## config.mk

```make
export PLATFORM = sky130hd
export DESIGN_NAME = gf2m_poly_basis_alu
export DESIGN_NICKNAME = d
export VERILOG_FILES = /design/src/hw/rtl/gpa_pkg.sv /design/src/hw/rtl/gpa_cell.sv /design/src/hw/rtl/gpa_mul.sv /design/src/hw/rtl/gf2m_poly_basis_alu.sv
export VERILOG_INCLUDE_DIRS = /design/src /design/src/hw/rtl
export SDC_FILE = /design/constraint.sdc
export NUM_CORES = 1
export LEC_CHECK = 0
export BUFFER_PORTS_ARGS = -buffer_cell sky130_fd_sc_hd__buf_2
export CAP_MARGIN = 20
export CORE_MARGIN = 1.5
export CORE_UTILIZATION = 65
export CTS_CLUSTER_DIAMETER = 200
export CTS_CLUSTER_SIZE = 10
export DETAILED_ROUTE_END_ITERATION = 12
export PLACE_DENSITY_LB_ADDON = 0.3
export SLEW_MARGIN = 20
export SYNTH_ARGS = -nofsm -noshare
export SYNTH_HDL_FRONTEND = slang
export SYNTH_SLANG_ARGS = --single-unit
```

## constraint.sdc

```tcl
create_clock -name clk -period 18.4 [get_ports clk]
set_clock_uncertainty 0.1 [all_clocks]
set_input_delay 0 -clock clk [delete_from_list [all_inputs] [get_ports clk]]
set_output_delay 0 -clock clk [all_outputs]
set_load 0.05 [all_outputs]
```

## src/hw/rtl/gf2m_poly_basis_alu_macros.svh

```systemverilog
// ----------------------------------------------------------------------------
// gf2m_poly_basis_alu_macros.svh
// Assertion macros shared by the GF(2^M) unit.
// ----------------------------------------------------------------------------
`ifndef GF2M_POLY_BASIS_ALU_MACROS_SVH
`define GF2M_POLY_BASIS_ALU_MACROS_SVH

`ifndef ASSERT_OFF
// property checked on every rising clock edge outside reset
`define GPA_ASSERT(lbl, clk, rst_n, prop, msg) \
	lbl: assert property (@(posedge clk) disable iff (!rst_n) prop) else $error(msg);
// condition that must never be seen outside reset
`define GPA_NEVER(lbl, clk, rst_n, cond, msg) \
	lbl: assert property (@(posedge clk) disable iff (!rst_n) !(cond)) else $error(msg);
`else
`define GPA_ASSERT(lbl, clk, rst_n, prop, msg)
`define GPA_NEVER(lbl, clk, rst_n, cond, msg)
`endif

`endif

```

## src/hw/rtl/gpa_pkg.sv

```systemverilog
// ----------------------------------------------------------------------------
// gpa_pkg
// Op codes and shared types of the GF(2^M) arithmetic unit.
// ----------------------------------------------------------------------------
`default_nettype none

package gpa_pkg;

	typedef enum logic [2:0] {
		OP_ADD   = 3'd0,
		OP_MUL   = 3'd1,
		OP_SQR   = 3'd2,
		OP_INV   = 3'd3,
		OP_DIV   = 3'd4,
		OP_POW   = 3'd5,
		OP_TRACE = 3'd6,
		OP_NONE  = 3'd7
	} gpa_op_t;

	// status of the serial multiplier
	typedef struct packed {
		logic busy;
		logic done;
	} mul_stat_t;

endpackage

`default_nettype wire

```

## src/hw/rtl/gpa_cell.sv

```systemverilog
// ----------------------------------------------------------------------------
// gpa_cell
// One bit of the shift-and-add product register with on-the-fly reduction.
// ----------------------------------------------------------------------------
`default_nettype none

module gpa_cell (
	input  wire logic clk,
	input  wire logic en,
	input  wire logic clr,
	input  wire logic r_in,    // neighbor bit below
	input  wire logic top,     // product MSB, drives reduction
	input  wire logic p,       // polynomial bit
	input  wire logic x,       // multiplicand bit
	input  wire logic y_bit,   // current multiplier bit
	output logic      r
);

	logic r_q;

	always_ff @(posedge clk) begin
		if (en) begin
			r_q <= clr ? 1'b0 : (r_in ^ (top & p) ^ (y_bit & x));
		end
	end

	assign r = r_q;

endmodule

`default_nettype wire

```

## src/hw/rtl/gpa_mul.sv

```systemverilog
// ----------------------------------------------------------------------------
// gpa_mul
// Bit-serial GF(2^M) multiplier: a row of M cells, one multiplier bit a cycle.
// ----------------------------------------------------------------------------
`default_nettype none
`include "gf2m_poly_basis_alu_macros.svh"

module gpa_mul #(
	parameter int M = 64
) (
	input  wire logic                clk,
	input  wire logic                arst_n,
	input  wire logic                start,
	input  wire logic [M-1:0]        x,
	input  wire logic [M-1:0]        y,
	input  wire logic [M-1:0]        poly,
	output logic      [M-1:0]        prod,
	output gpa_pkg::mul_stat_t       stat
);
	import gpa_pkg::*;

	localparam int CW = $clog2(M);

	logic [M-1:0]  x_q;
	logic [M-1:0]  y_q;
	logic [CW-1:0] cnt_q;
	logic          busy_q;
	logic          done_q;
	logic [M-1:0]  r;

	always_ff @(posedge clk or negedge arst_n) begin
		if (!arst_n) begin
			busy_q <= 1'b0;
			done_q <= 1'b0;
			cnt_q  <= '0;
		end else begin
			done_q <= 1'b0;
			if (start) begin
				busy_q <= 1'b1;
				cnt_q  <= CW'(M - 1);
			end else if (busy_q) begin
				if (cnt_q == '0) begin
					busy_q <= 1'b0;
					done_q <= 1'b1;
				end else begin
					cnt_q <= cnt_q - 1'b1;
				end
			end
		end
	end

	// operands, MSB of y first
	always_ff @(posedge clk) begin
		if (start) begin
			x_q <= x;
			y_q <= y;
		end else if (busy_q) begin
			y_q <= y_q << 1;
		end
	end

	for (genvar i = 0; i < M; i++) begin : g_cell
		gpa_cell u_cell (
			.clk   (clk),
			.en    (start | busy_q),
			.clr   (start),
			.r_in  ((i == 0) ? 1'b0 : r[(i == 0) ? 0 : i-1]),
			.top   (r[M-1]),
			.p     (poly[i]),
			.x     (x_q[i]),
			.y_bit (y_q[M-1]),
			.r     (r[i])
		);
	end

	assign prod      = r;
	assign stat.busy = busy_q;
	assign stat.done = done_q;

	`GPA_NEVER(a_start_busy, clk, arst_n, start && busy_q, "multiply started while busy")
	`GPA_ASSERT(a_last_done, clk, arst_n, (busy_q && cnt_q == '0 && !start) |=> done_q, "no done after last step")
	`GPA_NEVER(a_done_busy, clk, arst_n, done_q && busy_q, "done while still busy")

endmodule

`default_nettype wire

```

## src/hw/rtl/gf2m_poly_basis_alu.sv

```systemverilog
// ----------------------------------------------------------------------------
// gf2m_poly_basis_alu
// GF(2^M) polynomial-basis unit: add, multiply, square, inverse, divide,
// power and trace around one shared bit-serial multiplier.
// ----------------------------------------------------------------------------
//   channel  | signals                              | direction
//   req      | req_valid, req_stall, op, operand_a/b | in
//   rsp      | rsp_valid, rsp_stall, result, error   | out
//   cfg      | cfg_wr_en, cfg_wr_data                | in
//
// A multiply runs as operand load, M cell steps, then done.
// Add uses no multiply. Multiply/square: one. Power: up to 2M multiplies.
// Inverse raises to 2^M-2, divide one multiply more, trace (M-1) multiplies.
// All of these run on the one shared multiplier row.
// A new request is taken only when the sequencer is idle; a finished result
// waits in the output register while rsp_stall is high. Reset sets the
// polynomial to x^M + 27.
// ----------------------------------------------------------------------------
`default_nettype none
`include "gf2m_poly_basis_alu_macros.svh"

module gf2m_poly_basis_alu #(
	parameter int FIELD_DEGREE = 64
) (
	input  wire logic                 clk,
	input  wire logic                 arst_n,
	input  wire logic                 cfg_wr_en,
	input  wire logic [63:0]          cfg_wr_data,
	input  wire logic                 req_valid,
	output logic                      req_stall,
	input  wire gpa_pkg::gpa_op_t     op,
	input  wire logic [63:0]          operand_a,
	input  wire logic [63:0]          operand_b,
	output logic                      rsp_valid,
	input  wire logic                 rsp_stall,
	output logic [63:0]               result,
	output logic                      error
);
	import gpa_pkg::*;

	localparam int M  = FIELD_DEGREE;
	localparam int CW = $clog2(M);

	typedef enum logic [1:0] {ST_IDLE, ST_WAIT, ST_POW, ST_FIN} state_t;
	typedef enum logic [1:0] {PH_R, PH_T, PH_FINAL, PH_TRACE} phase_t;

	state_t        state_q;
	phase_t        phase_q;
	gpa_op_t       op_q;
	logic [63:0]   poly_q;
	logic [M-1:0]  a_q, r_q, t_q, e_q, res_q;
	logic [M-1:0]  mx_q, my_q;
	logic [CW-1:0] cnt_q;
	logic          err_q, res_err_q, mstart_q, rsp_valid_q;
	logic [M-1:0]  in_a, in_b, prod;
	logic          accept;
	mul_stat_t     mstat;

	assign in_a   = operand_a[M-1:0];
	assign in_b   = operand_b[M-1:0];
	assign accept = req_valid && !req_stall;

	always_ff @(posedge clk or negedge arst_n) begin
		if (!arst_n) begin
			poly_q <= 64'd27;
		end else if (cfg_wr_en) begin
			poly_q <= cfg_wr_data;
		end
	end

	gpa_mul #(.M(M)) u_mul (
		.clk    (clk),
		.arst_n (arst_n),
		.start  (mstart_q),
		.x      (mx_q),
		.y      (my_q),
		.poly   (poly_q[M-1:0]),
		.prod   (prod),
		.stat   (mstat)
	);

	always_ff @(posedge clk or negedge arst_n) begin
		if (!arst_n) begin
			state_q     <= ST_IDLE;
			phase_q     <= PH_FINAL;
			op_q        <= OP_ADD;
			mstart_q    <= 1'b0;
			rsp_valid_q <= 1'b0;
			err_q       <= 1'b0;
			cnt_q       <= '0;
		end else begin
			mstart_q <= 1'b0;
			if (rsp_valid_q && !rsp_stall) begin
				rsp_valid_q <= 1'b0;
			end
			case (state_q)
				ST_IDLE: begin
					if (accept) begin
						op_q  <= op;
						a_q   <= in_a;
						err_q <= 1'b0;
						res_q <= '0;
						r_q   <= M'(1);
						state_q <= ST_FIN;
						case (op)
							OP_ADD: res_q <= in_a ^ in_b;
							OP_MUL, OP_SQR: begin
								mx_q     <= in_a;
								my_q     <= (op == OP_MUL) ? in_b : in_a;
								mstart_q <= 1'b1;
								phase_q  <= PH_FINAL;
								state_q  <= ST_WAIT;
							end
							OP_INV: begin
								if (in_a == '0) begin
									err_q <= 1'b1;
								end else begin
									t_q     <= in_a;
									e_q     <= {{(M-1){1'b1}}, 1'b0};
									state_q <= ST_POW;
								end
							end
							OP_DIV: begin
								if (in_b == '0) begin
									err_q <= 1'b1;
								end else begin
									t_q     <= in_b;
									e_q     <= {{(M-1){1'b1}}, 1'b0};
									state_q <= ST_POW;
								end
							end
							OP_POW: begin
								if (in_a != '0) begin
									t_q     <= in_a;
									e_q     <= in_b;
									state_q <= ST_POW;
								end
							end
							OP_TRACE: begin
								r_q      <= in_a;     // running sum
								cnt_q    <= CW'(M - 1);
								mx_q     <= in_a;
								my_q     <= in_a;
								mstart_q <= 1'b1;
								phase_q  <= PH_TRACE;
								state_q  <= ST_WAIT;
							end
							default: ;
						endcase
					end
				end
				ST_POW: begin
					state_q  <= ST_WAIT;
					mstart_q <= 1'b1;
					if (e_q == '0) begin
						if (op_q == OP_DIV) begin
							mx_q    <= a_q;
							my_q    <= r_q;
							phase_q <= PH_FINAL;
						end else begin
							mstart_q <= 1'b0;
							res_q    <= r_q;
							state_q  <= ST_FIN;
						end
					end else if (e_q[0]) begin
						mx_q    <= r_q;
						my_q    <= t_q;
						phase_q <= PH_R;
					end else begin
						mx_q    <= t_q;
						my_q    <= t_q;
						phase_q <= PH_T;
					end
				end
				ST_WAIT: begin
					if (mstat.done) begin
						case (phase_q)
							PH_R: begin
								r_q      <= prod;
								mx_q     <= t_q;
								my_q     <= t_q;
								mstart_q <= 1'b1;
								phase_q  <= PH_T;
							end
							PH_T: begin
								t_q     <= prod;
								e_q     <= e_q >> 1;
								state_q <= ST_POW;
							end
							PH_TRACE: begin
								r_q <= r_q ^ prod;
								if (cnt_q == CW'(1)) begin
									res_q   <= r_q ^ prod;
									state_q <= ST_FIN;
								end else begin
									cnt_q    <= cnt_q - 1'b1;
									mx_q     <= prod;
									my_q     <= prod;
									mstart_q <= 1'b1;
								end
							end
							default: begin
								res_q   <= prod;
								state_q <= ST_FIN;
							end
						endcase
					end
				end
				ST_FIN: begin
					if (!rsp_valid_q || !rsp_stall) begin
						rsp_valid_q <= 1'b1;
						res_err_q   <= err_q;
						state_q     <= ST_IDLE;
					end
				end
				default: state_q <= ST_IDLE;
			endcase
		end
	end

	// result register is loaded in the same transaction as rsp_valid
	logic [M-1:0] out_q;
	always_ff @(posedge clk) begin
		if (state_q == ST_FIN && (!rsp_valid_q || !rsp_stall)) begin
			out_q <= res_q;
		end
	end

	assign req_stall = (state_q != ST_IDLE);
	assign rsp_valid = rsp_valid_q;
	assign result    = 64'(out_q);
	assign error     = res_err_q;

	`GPA_ASSERT(a_start_busy, clk, arst_n, mstart_q |=> mstat.busy, "multiplier did not start")
	`GPA_ASSERT(a_rise_fin, clk, arst_n, $rose(rsp_valid_q) |-> $past(state_q == ST_FIN), "result without finish")
	`GPA_ASSERT(a_err_op, clk, arst_n, (state_q == ST_FIN && err_q) |-> (op_q == OP_INV || op_q == OP_DIV), "error on wrong op")

endmodule

`default_nettype wire
```

==> summary.txt, run 1 <==
Placed design
  – Input/output buffers: approximately 270
  – Final HPWL DP: approximately 68000 um
  – Gpl congestion: 0.917

Setup path
  – CP Class: flip-flop to flip-flop
  – CP Capture Type: flip-flop
  – CP cell instances: inv_1 > ha_4 > buf_4 > mux2i_1 > a211oi_1 > a21o_4 > buf_4 > buf_4
  – CP max FO: between 50 and 60
  – Max stage delay on crit path: ~770 ps
  – Cell family with most CP delay: buffers and inverters
  – CP required: roughly 19000 ps
  – Worst Setup Start Kind: flip-flop
  – Critical Path AT: 4600 ps
  – Slowest CP cell: buf_4
  – Worst Path Buf+Inv: 4
  – Crit path top cell by count: buf_4

CTS
  – Clock Tree Root: clkbuf_16
  – Clock sinks: approximately 790
  – Clk pin slew, worst setup/hold paths: 60 ps
  – Post-CTS sizing: 0
  – CTS Buf Count: 89
  – Maximum clock insertion buffer count: 3
  – H-tree Lvls: 3
  – # Post-CTS Setup Buffers: 0
  – CTS tree: yes
  – CTS Hold Buffers Added: 213
  – Worst-Skew Late Latency: between 600 and 700 ps

Outcome
  – Status: finished, final reports clean

Floorplan
  – Initial Util: 0.658
  – Die width: 250 um
  – Die height: approximately 250 um
  – Die area: approximately 63000 sq um
  – I/O pins: about 270
  – Cell row count: 90
  – Placeable Area: slightly above 60000 sq um

Cells and area
  – FILL cells: 3640
  – Area Growth Syn to Fin: 16.4%
  – Share of cells above drive strength 1: 0.190
  – Nets: around 4100
  – Area occupied by multi-input gates: 15500 sq um
  – FF/Latch Area: around 23000 sq um

Logic synthesis
  – Syn Area/Cell: roughly 11 sq um
  – Post-synth EDFFs: 705
  – Netlist cell types: 55
  – Post-synth ARST share: 0.111
  – Top cell type's share of synthesized area: 0.532
  – YS warnings: 0
  – Count leader, synth: nand2_1
  – Cell Area, Synth: 39800 sq um
  – Synth Register Bits: between 700 and 800
  – Synth top area cells: edfxtp_1 (53%), mux2_2 (9.1%), nand2_1 (8.6%)
  – Synth cell count leaders: nand2_1 (910), edfxtp_1 (705), mux2_2 (320), xnor2_1 (192), clkbuf_1 (165)
  – Sequential fraction of the synthesis area: 0.587
  – Dominant cell type by area after synthesis: edfxtp_1
  – Synth Flop Type: edfxtp_1
  – Synthesized instance count: between 3000 and 4000
  – Syn_nets: about 3700

Drt
  – Vias: about 31000
  – WL final: 119000 um
  – Drt pass-1 iters: 8
  – Vias/cell: ~6.6
  – DRT iter0 DRCs: roughly 4000
  – DRC viols: 0
  – Final antenna-violating net count: 0
  – Wire per inst: around 25 um

Timing
  – Fmax: approximately 230 MHz
  – Setup TNS: 0 ps
  – Unrepaired setup endpoints after global routing: no
  – Max-slew violations: 0
  – Worst-Margin Slew: 1230 ps
  – Slew HR: 0.180
  – Crit path time final: around 4400 ps
  – Fin crit share: 0.241
  – Setup violators final: 0
  – Final Hold Viols: 0

GRT
  – Largest net degree at the start of global routing: 287
  – Initial antenna violation count: 3
  – Total global routing overflow: 0
  – Global-route wire length before repair: between 150000 and 200000 um
  – Vias in the first global route: between 30000 and 40000
  – GRT Overall Usage: 0.375

Power
  – Cell Pwr Density: between 100 and 150 nW/um^2
  – Total power: 4.68 mW
  – Worst IR Drop VDD: roughly 0.08 mV
  – P_leak: between 15 and 20 nW

Hold path
  – Worst hold path type: input pin to flip-flop

Flow run
  – Max cap viols: 0
==> sequential cells by signal (all words and copies together) (netlist names) <==
name	count
mstart_q	1
mx_q	64
t_q	64
u_mul.busy_q	1
cnt_q	6
op_q	3
u_mul.cnt_q	6
u_mul.x_q	64
result	64
res_q	64
phase_q	2
u_mul.g_cell.u_cell.r	64
u_mul.done_q	1
rsp_valid	1
state_q	2
error	1
err_q	1
u_mul.y_q	64
r_q	64
poly_q	64
e_q	64
my_q	64
a_q	64
==> kinds of logic (layout without fill, tap and decap cells) <==
group / after synthesis / in the layout / synth area share
AND/OR/NAND/NOR: 1228 / 1228 / 0.129
flip-flops: 793 / 793 / 0.587
AO/OA/AOI/OAI: 560 / 560 / 0.0902
multiplexers: 386 / 386 / 0.107
XOR/XNOR: 259 / 259 / 0.0570
buffers and inverters: 248 / 696 / 0.0259
adder cells (fa/ha/maj): 11 / 11 / 0.00346
other: 0 / 2 / 0
==> worst paths after layout <==
check | start | to | slack (ps) | cells after the start
setup / recovery | state_q[1] | e_q[58] | 13970 | 8
hold / removal | cfg_wr_data[32] | poly_q[32] | 8 | 3
setup reg to reg | state_q[1] | e_q[58] | 13970 | 8
hold reg to reg | mx_q[34] | u_mul.x_q[34] | 310 | 0
max in group asynchronous | arst_n | poly_q[41] | 16940 | 4
min in group asynchronous | arst_n | poly_q[4] | 460 | 3
==> power breakdown <==
group / switching [mW] / total, mW / internal [mW]
registers: 0.154 / 2.30 / 2.14
clock network: 0.718 / 1.64 / 0.921
logic: 0.392 / 0.749 / 0.357
total: 1.26 / 4.68 / 3.42
==> layout by cell type (no fill, tap or decap), types with 3 or more instances in the layout <==
master         Yosys  layout
and3_1             7       4
o21ai_0          138     138
clkbuf_16          0      90
dlygate4sd3_1      0     212
dfrtp_1           83      82
and2_1            66      65
nand3_1            6       5
inv_1             15      15
a31oi_1          133     133
a21o_1            64      63
a21oi_1           13      13
buf_16             0       3
o22ai_1          130     130
inv_6              0       5
nand2_1          910     910
nand2b_1           3       3
mux2_2           320     320
ha_1              11       7
dfstp_2            5       5
buf_2             18     264
buf_4             21      35
nor3_1            71      70
nand4_1           11      11
xor2_1            67      67
xnor2_1          192     192
edfxtp_1         705     705
mux2i_1           66      66
o22a_1            62      62
o21a_1             3       3
nor4_1            49      49
nor2_1            84      84
nor2b_1            4       4
ha_4               0       4
clkbuf_1         165      68
==> tightest hold or removal path, cell delays in order <==
cell and delay [ps]:
dlygate4sd3_1 520, buf_2 90, mux2_2 130
==> per-layer routing <==
layer  global-route usage  part of all wire  vias up
li1                     -                 -    13400
met1                0.484              0.36    15000
met2                0.612              0.47     2288
met3               0.0677              0.11      493
met4                0.190             0.054        2
met5                    0          0.000059        -
==> cell type report <==
class                           instances  area share
Inverter                               16     0.00132
Multi-Input combinational cell       2444       0.335
Clock inverter                          7     0.00173
Sequential cell                       793       0.505
Antenna cell                            2    0.000108
Timing Repair Buffer                  515      0.0822
Tap cell                              782      0.0211
Clock buffer                          158      0.0541
==> per-stage QoR <==
| stage | instances | hold slack, ps | setup slack [ps] | cell area, sq um | util |
|---|---|---|---|---|---|
| after global placement | 4335 | -9.90 | 13500 | 41500 | 0.687 |
| after global routing | 4717 | 15.8 | 13820 | 46300 | 0.766 |
| after floorplan | 3485 | -396 | 11760 | 39800 | - |
| after detailed placement | 4335 | -6.98 | 13460 | 41500 | 0.687 |
| after CTS | 4713 | 0.0510 | 13450 | 46300 | 0.765 |
| final | 4717 | 7.57 | 13970 | 46300 | 0.766 |
Note: power is estimated with default switching activity, not from simulation.
==> run 2: changes to the inputs <==
- CORE_UTILIZATION: 65 -> 55
- clock period: 18.4 -> 3.75 ns (I/O delays scaled with it)
==> run 2 against run 1 <==
Against the previous run: clock-buffer cell count is the same; critical path depth is 2 lower; non-clock buffer count grew 82; via count down 3.1%; critical path type unchanged; critical endpoint is now res_q[38]; largest power group unchanged.
==> summary.txt, run 2 (synthesis results as in run 1) <==
Setup path
  – CP required: 3990 ps (-14580 ps)
  – CP Class: flip-flop to flip-flop
  – Critical Path AT: 3540 ps (-1060 ps)
  – Worst r2r src: e_q[20]
  – CP max FO: 26 (-54%)
  – Worst Setup Start Kind: flip-flop
  – Slowest CP cell: or4_4
  – FF-to-FF setup slack: 440 ps (-13530 ps)
  – CP Capture Type: flip-flop
  – CP cell instances: nor4_1 > nand4_1 > or4_4 > o21ai_1 > and3_4 > buf_12
  – Crit path from: e_q[20]
  – Max stage delay on crit path: 600 ps (-170 ps)

Power
  – P_leak: 17.6 nW (+2.5%)
  – Cell Pwr Density: 484 nW/um^2 (+380%)
  – Worst IR Drop VDD: 0.391 mV (+390%)
  – Total power: 23.0 mW (+390%)

Placed design
  – Input/output buffers: 266 (unchanged)
  – Final HPWL DP: 67500 um (about the same)
  – Gpl congestion: 0.853 (-6.9%)
  – DP Worst Slack: 440 ps (-13020 ps)

Drt
  – DRT iter0 DRCs: 3635 (-8.6%)
  – WL final: 116000 um (-2.6%)
  – Final antenna-violating net count: 0 (unchanged)
  – Wire per inst: 23.3 um (-7.5%)
  – DRC viols: 0 (unchanged)
  – Vias/cell: 6.09 (-7.9%)
  – Vias: 30200 (-3.1%)
  – Drt pass-1 iters: 9 (+1)

Cells and area
  – Commonest non-fill, non-tap cell in the layout: nand2_1
  – Nets: 4152 (+2.0%)
  – Area Growth Syn to Fin: 19.4%
  – Most frequent cells in the layout: nand2_1 (910), edfxtp_1 (705), mux2_2 (320)
  – FF/Latch Area: 23400 sq um (unchanged)
  – FILL cells: 5263 (+45%)
  – Area occupied by multi-input gates: 15500 sq um (about the same)
  – Utilization after layout: 0.664 (-0.102)
  – Share of cells above drive strength 1: 0.191 (+0.00110)

Timing
  – Worst-Margin Slew: 1040 ps (-186 ps)
  – Setup violators final: 0 (unchanged)
  – Max-slew violations: 0 (unchanged)
  – Unrepaired setup endpoints after global routing: no
  – Final WS setup: 442 ps (-13530 ps)
  – WHS: 23.5 ps (+15.9 ps)
  – Fin crit share: 0.882 (+0.641)
  – Fmax: 302 MHz (+34%)
  – Slew HR: 0.304 (+0.124)
  – Final Hold Viols: 0 (unchanged)
  – Crit path time final: 3310 ps (-1120 ps)
  – Setup TNS: 0 ps (unchanged)

Flow run
  – Max cap viols: 0 (unchanged)

Floorplan
  – Die width: 272 um (+8.6%)
  – Initial Util: 0.556 (-0.102)
  – I/O pins: 267 (unchanged)
  – Cell row count: 98 (+8.9%)
  – Placeable Area: 71600 sq um (+18%)
  – Die height: 272 um (+8.6%)
  – Die area: 74000 sq um (+18%)

CTS
  – CTS tree: yes
  – Maximum clock insertion buffer count: 3 (unchanged)
  – H-tree Lvls: 3 (unchanged)
  – Worst-Skew Late Latency: 660 ps (about the same)
  – Clock Tree Root: clkbuf_16
  – Clock sinks: 793 (unchanged)
  – CTS Buf Count: 89 (unchanged)
  – Post-CTS sizing: 0 (unchanged)
  – Clk pin slew, worst setup/hold paths: 50 ps (about the same)

GRT
  – GRT Overall Usage: 0.309 (-0.0654)
  – Vias in the first global route: 29500 (-5.9%)
  – Total global routing overflow: 0 (unchanged)
  – Initial antenna violation count: 4 (+1)
  – Global-route wire length before repair: 175000 um (-2.3%)
  – Largest net degree at the start of global routing: 230 (-20%)

Hold path
  – Worst hold path type: input pin to flip-flop
  – Hold Path Origin: cfg_wr_data[59]

Outcome
  – Status: finished, final reports clean
-- run 2: cell count changes in the layout (fill, tap and decap cells not counted), moves of 2 or more --
cell and change:
and4b_4 +2, and4b_2 -2, dlygate4sd3_1 +62, buf_16 -3, buf_12 +22
-- run 2: report_power, final --
group	leakage, nW	internal [mW]	total [mW]	switching [mW]
Sequential	7.67	10.5	11.2	0.695
Combinational	8.65	1.82	3.70	1.88
Clock	1.23	4.52	8.08	3.56
-- run 2: path summary, 6_finish.rpt --
kind,to,cells after the start
worst min-delay path,poly_q[59],3
worst min register to register,u_mul.x_q[45],0
max in group asynchronous,poly_q[42],4
worst max register to register,res_q[38],6
min in group asynchronous,phase_q[1],3
worst max-delay path,res_q[38],6
-- run 2: what timing repair did --
action                                 in CTS  in global routing
hold buffers                              275                  0
setup buffers                               0                  0
endpoints found under the hold margin     589                  0
-- run 2: area by class of cell --
class	count	area share
inverter	16	0.00126
timing repair buffer	597	0.101
clock inverter	7	0.00168
tap	950	0.0250
clock buffer	158	0.0527
sequential	793	0.492
antenna	2	0.000105
multi-input combinational	2444	0.326
-- run 2: per-layer routing --
| layer | vias to the layer above | track usage | routed length (um) |
|---|---|---|---|
| met1 | 14700 | 0.430 | 46600 |
| met2 | 1731 | 0.487 | 53600 |
| met4 | 4 | 0.131 | 4270 |
| met3 | 279 | 0.0482 | 11100 |
| met5 | - | 0 | 23 |
| li1 | 13600 | - | - |
-- run 2: worst max-delay path: cells and delay by family, from the launching register on --
family                 cells  cell delay [ps]
AO/OA/AOI/OAI              1              180
AND/OR/NAND/NOR            4             2020
flip-flops                 1              380
buffers and inverters      1              280
-- run 2: per-stage QoR --
step	instances	area (sq um)
6_report	4967	47500
5_1_grt	4967	47500
2_1_floorplan	3485	39800
4_1_cts	4964	47500
3_5_place_dp	4524	42200
3_3_place_gp	4524	42200
